## src/rtl/core/ssq_pkg.sv

```systemverilog
// ssq_pkg: shared types and constants for the stable sorted priority queue
// used by ssq_cell and stable_sorted_priority_queue; no dependencies
`timescale 1ns / 1ps

package ssq_pkg;

  localparam int DEPTH_DEF = 16;

  localparam int VAL_W = 16;
  localparam int PRI_W = 4;
  localparam int ST_W  = 2;

  localparam logic OP_PUSH = 1'b0;
  localparam logic OP_POP  = 1'b1;

  localparam logic [ST_W-1:0] ST_OK    = 2'd0;
  localparam logic [ST_W-1:0] ST_EMPTY = 2'd1;
  localparam logic [ST_W-1:0] ST_FULL  = 2'd2;

  typedef struct packed {
    logic             opcode;
    logic [VAL_W-1:0] value;
    logic [PRI_W-1:0] priority_req;
  } in_word_t;

  typedef struct packed {
    logic [ST_W-1:0]  status;
    logic [VAL_W-1:0] popped_value;
    logic [PRI_W-1:0] popped_priority;
  } out_word_t;

  typedef struct packed {
    logic [VAL_W-1:0] value;
    logic [PRI_W-1:0] prio;
  } entry_t;

  // broadcast to every cell of the row
  typedef struct packed {
    logic   push;
    logic   pop;
    entry_t fresh;
  } cell_ctrl_t;

endpackage

```

## src/rtl/core/ssq_cell.sv

```systemverilog
// ssq_cell: one slot of the sorted row, holds one entry and trades with neighbours
// depends on ssq_pkg
`timescale 1ns / 1ps

module ssq_cell (
  input  logic                clk,
  input  ssq_pkg::cell_ctrl_t ctrl,
  input  logic                occ,
  input  logic                keep_left,
  input  ssq_pkg::entry_t     left,
  input  ssq_pkg::entry_t     right,
  output logic                keep,
  output ssq_pkg::entry_t     data
);

  ssq_pkg::entry_t data_next;

  // entry stays put when it ranks equal or above the incoming one
  assign keep = occ && (data.prio >= ctrl.fresh.prio);

  always_comb begin
    data_next = data;
    if (ctrl.pop) begin
      data_next = right;
    end else if (ctrl.push && !keep) begin
      if (keep_left) begin
        data_next = ctrl.fresh;
      end else begin
        data_next = left;
      end
    end
  end

  always_ff @(posedge clk) begin
    data <= data_next;
  end

endmodule

```

## src/rtl/core/stable_sorted_priority_queue.sv

```systemverilog
// stable_sorted_priority_queue: top level, row of ssq_cell slots plus fill count
// depends on ssq_pkg and ssq_cell
//
// usage
//   command channel: cmd carries opcode, value and priority_req; a word is
//   taken at a rising edge with start high and busy low. busy stays low, so
//   a command may be issued in every cycle.
//   result channel: one result word per command, on result with done high
//   for exactly one cycle, the cycle after the command is taken.
//   throughput 1 command per cycle: every cell compares its own priority
//   with the incoming one at once and shifts in one step.
//   push places the entry behind all entries of equal or higher priority;
//   pop returns the head. pop on empty gives status empty, push on full
//   gives status full, both leave the queue unchanged.
//   reset empties the queue (fill count to zero) and clears done; cell
//   contents are not cleared. the receiver cannot stall: a result word is
//   valid only in its done cycle.
module stable_sorted_priority_queue #(
  parameter int DEPTH = ssq_pkg::DEPTH_DEF
) (
  input  logic               clk,
  input  logic               rst,
  input  logic               start,
  output logic               busy,
  input  ssq_pkg::in_word_t  cmd,
  output logic               done,
  output ssq_pkg::out_word_t result
);

  localparam int CW = $clog2(DEPTH + 1);

  logic [CW-1:0]       count;
  logic [CW-1:0]       count_next;
  logic                take;
  logic                is_full;
  logic                is_empty;
  logic                do_push;
  logic                do_pop;
  ssq_pkg::cell_ctrl_t ctrl;
  ssq_pkg::out_word_t  result_next;
  logic [DEPTH-1:0]    occ;
  logic [DEPTH-1:0]    keep;
  ssq_pkg::entry_t     data [DEPTH];

  assign busy     = 1'b0;
  assign take     = start && !busy;
  assign is_full  = (count == CW'(DEPTH));
  assign is_empty = (count == '0);
  assign do_push  = take && (cmd.opcode == ssq_pkg::OP_PUSH) && !is_full;
  assign do_pop   = take && (cmd.opcode == ssq_pkg::OP_POP) && !is_empty;

  assign ctrl.push        = do_push;
  assign ctrl.pop         = do_pop;
  assign ctrl.fresh.value = cmd.value;
  assign ctrl.fresh.prio  = cmd.priority_req;

  genvar g;
  generate
    for (g = 0; g < DEPTH; g++) begin : g_cell
      ssq_pkg::entry_t left;
      ssq_pkg::entry_t right;
      logic            keep_left;

      assign occ[g] = (CW'(g) < count);

      if (g == 0) begin : g_head
        assign left      = '0;
        assign keep_left = 1'b1;
      end else begin : g_mid
        assign left      = data[g-1];
        assign keep_left = keep[g-1];
      end

      if (g == DEPTH - 1) begin : g_tail
        assign right = '0;
      end else begin : g_body
        assign right = data[g+1];
      end

      ssq_cell u_cell (
        .clk       (clk),
        .ctrl      (ctrl),
        .occ       (occ[g]),
        .keep_left (keep_left),
        .left      (left),
        .right     (right),
        .keep      (keep[g]),
        .data      (data[g])
      );
    end
  endgenerate

  always_comb begin
    count_next  = count;
    result_next = '0;
    if (do_push) begin
      count_next = count + CW'(1);
    end else if (do_pop) begin
      count_next                  = count - CW'(1);
      result_next.popped_value    = data[0].value;
      result_next.popped_priority = data[0].prio;
    end
    if (take && (cmd.opcode == ssq_pkg::OP_PUSH) && is_full) begin
      result_next.status = ssq_pkg::ST_FULL;
    end else if (take && (cmd.opcode == ssq_pkg::OP_POP) && is_empty) begin
      result_next.status = ssq_pkg::ST_EMPTY;
    end
  end

  always_ff @(posedge clk) begin
    if (rst) begin
      count <= '0;
      done  <= 1'b0;
    end else begin
      count <= count_next;
      done  <= take;
    end
  end

  always_ff @(posedge clk) begin
    result <= result_next;
  end

`ifndef NO_ASSERTIONS
  a_count_bound: assert property (@(posedge clk) disable iff (rst)
    count <= CW'(DEPTH))
    else $error("fill count above depth");

  a_full_report: assert property (@(posedge clk) disable iff (rst)
    take && (cmd.opcode == ssq_pkg::OP_PUSH) && is_full
    |=> done && (result.status == ssq_pkg::ST_FULL) && $stable(count))
    else $error("push on full not reported or queue changed");

  a_pop_count: assert property (@(posedge clk) disable iff (rst)
    do_pop |=> (count == $past(count) - CW'(1)))
    else $error("pop did not shrink queue");

  a_fail_zero: assert property (@(posedge clk) disable iff (rst)
    done && (result.status != ssq_pkg::ST_OK)
    |-> (result.popped_value == '0) && (result.popped_priority == '0))
    else $error("failed word carries data");

  a_done_once: assert property (@(posedge clk) disable iff (rst)
    !take |=> !done)
    else $error("result word without command");
`endif

endmodule
```

## config.mk

```make
export PLATFORM = sky130hd
export DESIGN_NAME = stable_sorted_priority_queue
export DESIGN_NICKNAME = d
export VERILOG_FILES = /design/src/rtl/core/ssq_pkg.sv /design/src/rtl/core/ssq_cell.sv /design/src/rtl/core/stable_sorted_priority_queue.sv
export SDC_FILE = /design/constraint.sdc
export NUM_CORES = 1
export LEC_CHECK = 0
export BUFFER_PORTS_ARGS = -buffer_cell sky130_fd_sc_hd__clkbuf_2
export CAP_MARGIN = 20
export CORE_MARGIN = 2
export CORE_UTILIZATION = 65
export DETAILED_ROUTE_END_ITERATION = 10
export PLACE_DENSITY = 0.88
export SETUP_SLACK_MARGIN = 0.15
export SLEW_MARGIN = 20
export SYNTH_ARGS = -nofsm -noshare
export SYNTH_HDL_FRONTEND = slang
export SYNTH_SLANG_ARGS = --single-unit
```

## constraint.sdc

```tcl
create_clock -name clk -period 11.45 [get_ports clk]
set_clock_uncertainty 0.15 [all_clocks]
set_input_delay 0.5725 -clock clk [delete_from_list [all_inputs] [get_ports clk]]
set_output_delay 0.5725 -clock clk [all_outputs]
set_load 0.02 [all_outputs]
```

==> results.txt <==
Outcome = finished clean
Final setup TNS = 0 ns
Port Buffers = 46
Post-Synthesis Cells = 1842
Maxcap violations = 0
WS Path Type = reg -> reg
Initial core utilization = 65.5%
Non-Filler Instances = 2197
Mapped cell area = 0.0187 mm2
Clock Sink Count = 348
Main area contributors after synthesis = edfxtp_1 (48%), mux2i_1 (8.6%), a21oi_1 (6.2%)
Initial DRC count = 2123
EDFF count, synth = 300
RR Startpoint = count[1]$_SDFFE_PP0P_
Core ar. = 0.0285 mm2
Grt total ovfl = 0
Min-Delay Path Depth = 3
Worst Path Buf+Inv = 3
Global-route wire length before repair = 76300 um
Overall power = 0.00546 W
Mean Syn Cell Area = 10.2 um2
Row cnt = 62
Synthesized flop and latch total = 348
Worst path max stage delay = 0.98 ns
Gr usage total = 31.5%
Psw = 0.00200 W
Vias/cell = 6.79
Die X = 174 um
Layout Nets = 1877
Leakage = 8.33 nW
Die Height = 174 um
Sequential power share = 43.3%
Worst reg2reg endpoint = g_cell[1].u_cell.data[15]$_DFFE_PP_
Hold_sp = start
Worst-skew pair later-pin latency = 0.53 ns
CTS Hold Bufs = 0
RSZ-0062 raised after global routing = false
Clock Tree Buf Depth = 3
Area Overhead vs Synth = 7.72%
Worst setup SP type = flip-flop
Sw frac = 36.7%
H-tree level count = 2
Final hold viol count = 0
Worst-Margin Slew = 1.13 ns
Share of layout cells above drive strength 1 = 8.66%
Internal power = 0.00345 W
Slew Limit Headroom = 24.5%
Combinational share of power = 34.0%
Fmax = 235 MHz
Final period util = 37.1%
Slowest CP cell = buf_4
Max FO, Critical Path = 106
CTS tree = yes
Library cells used by synthesis = 45
Delay-heaviest family, CP = buffers and inverters
Synth Flop Type = edfxtp_1
Post-CTS Setup Bufs = 0
Antenna viol nets, final = 0
Net Count, Synth = 1934
Final-report setup violation count = 0
Worst-path clk slew = 0.06 ns
Clk root buf = clkbuf_16
Vias in the first global route = 14700
Largest net degree at the start of global routing = 212
Vias = 14920
Detailed Route WL = 48800 um
Detailed Place HPWL = 31100 um
Asr flop ratio synth = 0%
Diodes inserted = 0
Peak supply drop = 0.165 mV
CP arrival = 4.25 ns
Initial antenna violation count = 0
CP dominant cell by count = buf_4
Die footprint = 0.0302 mm2
Synth top area share = 48.2%
Hold Path Sink = result[20]$_SDFF_PP0_
First-pass iteration count of the detailed router = 8
Placer congestion estimate = 0.923
Hold Path Class = in -> reg
Yosys top cell by area = edfxtp_1
Placed cell count = 2130
CTS buffer count = 37
R2R depth = 6
Fin. max-slew vios = 0
Reg2reg setup slack = 7.20 ns
I/O Pins = 48
Cell Chain, Critical Path = inv_1 > ha_1 > a31oi_4 > buf_4 > buf_4 > a31o_2
Worst path required time = 11.45 ns
Number of gates resized after cts = 0
Pwr Density = 271 mW/mm2
Crit path capture type = flip-flop
Seq/Total Area, Yosys = 53.3%
Synth Warn # = 0
DRC = 0
Clk network pwr share = 22.7%
Min Tclk post-route = 4.25 ns
Fillers = 1972
WL/cell = 22.2 um
## power by group through the flow
stage               logic, W  clock network [W]  registers [W]
CTS                  0.00181            0.00124        0.00235
floorplan            0.00138                  0        0.00226
finish               0.00186            0.00124        0.00236
global placement     0.00169                  0        0.00235
global route         0.00202            0.00129        0.00240
detailed placement   0.00178                  0        0.00236
## kinds of logic after synthesis
logic type	synth area share, %
fa+ha+maj	4.55
other cells	0.0200
simple gates	11.3
mux	8.62
buf+inv	4.84
flops	53.3
compound gates	17.2
xor+xnor	0.187
## cell type report
type                            instances  area, um2  area share (%)
Timing Repair Buffer                   70        423            2.10
Clock buffer                           55       1070            5.33
Multi-Input combinational cell       1304       7930            39.4
Clock inverter                         12        179           0.888
Tap cell                              384        480            2.38
Inverter                               24       90.1           0.447
Sequential cell                       348       9970            49.5
## sequential cells by signal (all words and copies together) (netlist names)
signal              flops
count                   5
done                    1
g_cell.u_cell.data    320
result                 22
## worst register-to-register path: cells and delay by family, from the launching register on
| kind | cells | cell delay, ns |
|---|---|---|
| buffers and inverters | 3 | 1.98 |
| AOI/OAI and AO/OA | 2 | 0.87 |
| adders and majority gates | 1 | 0.30 |
| DFF | 1 | 0.55 |
## through the flow
step	setup WS, ns	utilization [%]	instance area, um2	hold slack (ns)
CTS	7.25	70.5	20100	0.153
global route	7.00	70.6	20100	0.183
floorplan	7.26	-	18700	0.298
detailed placement	7.14	66.1	18900	0.315
global placement	7.31	66.1	18900	0.307
finish	7.20	70.6	20100	0.163
## layout by cell type, fill, tap and decap left out, types with 4 or more instances in the layout
cell / n
a21oi_1: 230
a22oi_1: 4
a31o_2: 9
a31oi_1: 101
and2_1: 19
buf_4: 23
bufinv_16: 4
clkbuf_1: 11
clkbuf_16: 38
clkbuf_2: 46
clkbuf_8: 6
dfxtp_1: 48
edfxtp_1: 300
ha_1: 68
inv_1: 24
mux2i_1: 161
nand2_1: 174
nand2b_1: 5
nand3_1: 44
nor2_1: 242
nor2b_1: 5
nor3b_1: 9
o211ai_1: 40
o21a_1: 4
o21ai_0: 131
o21ai_1: 17
xnor2_1: 4
## how the worst max path moves through the flow
stage | slack, ns | end | depth (start not counted) | from
3_5_place_dp | 7.14 | g_cell[11].u_cell.data[16]$_DFFE_PP_ | 7 | cmd[1]
3_3_place_gp | 7.31 | g_cell[3].u_cell.data[13]$_DFFE_PP_ | 7 | cmd[1]
6_report | 7.20 | g_cell[1].u_cell.data[15]$_DFFE_PP_ | 6 | count[1]$_SDFFE_PP0P_
4_1_cts | 7.25 | g_cell[0].u_cell.data[13]$_DFFE_PP_ | 5 | count[4]$_SDFFE_PP0P_
2_1_floorplan | 7.26 | g_cell[8].u_cell.data[0]$_DFFE_PP_ | 9 | cmd[2]
5_1_grt | 7.00 | g_cell[0].u_cell.data[15]$_DFFE_PP_ | 6 | count[1]$_SDFFE_PP0P_
## cell usage after synthesis (all sizes together), types with 2 or more instances
| cell | count |
|---|---|
| o211ai | 43 |
| o221ai | 4 |
| o21ai | 154 |
| mux2i | 161 |
| nor3b | 9 |
| clkbuf | 72 |
| nand3 | 44 |
| ha | 68 |
| nand2b | 5 |
| inv | 24 |
| edfxtp | 300 |
| a22oi | 4 |
| a21oi | 230 |
| and3 | 2 |
| or2 | 3 |
| a31o | 10 |
| a31oi | 103 |
| buf | 94 |
| o21a | 4 |
| xnor2 | 4 |
| nor2 | 244 |
| nand2 | 174 |
| nor2b | 5 |
| a21o | 3 |
| dfxtp | 48 |
| and2 | 19 |
## per-layer routing
| layer | part of all wire, % | track usage (%) |
|---|---|---|
| met2 | 48 | 53.2 |
| met3 | 8.9 | 4.47 |
| met1 | 37 | 39.9 |
| met4 | 5.2 | 16.2 |
| met5 | 0 | 0 |
Note: power is estimated with default switching activity, not from simulation.
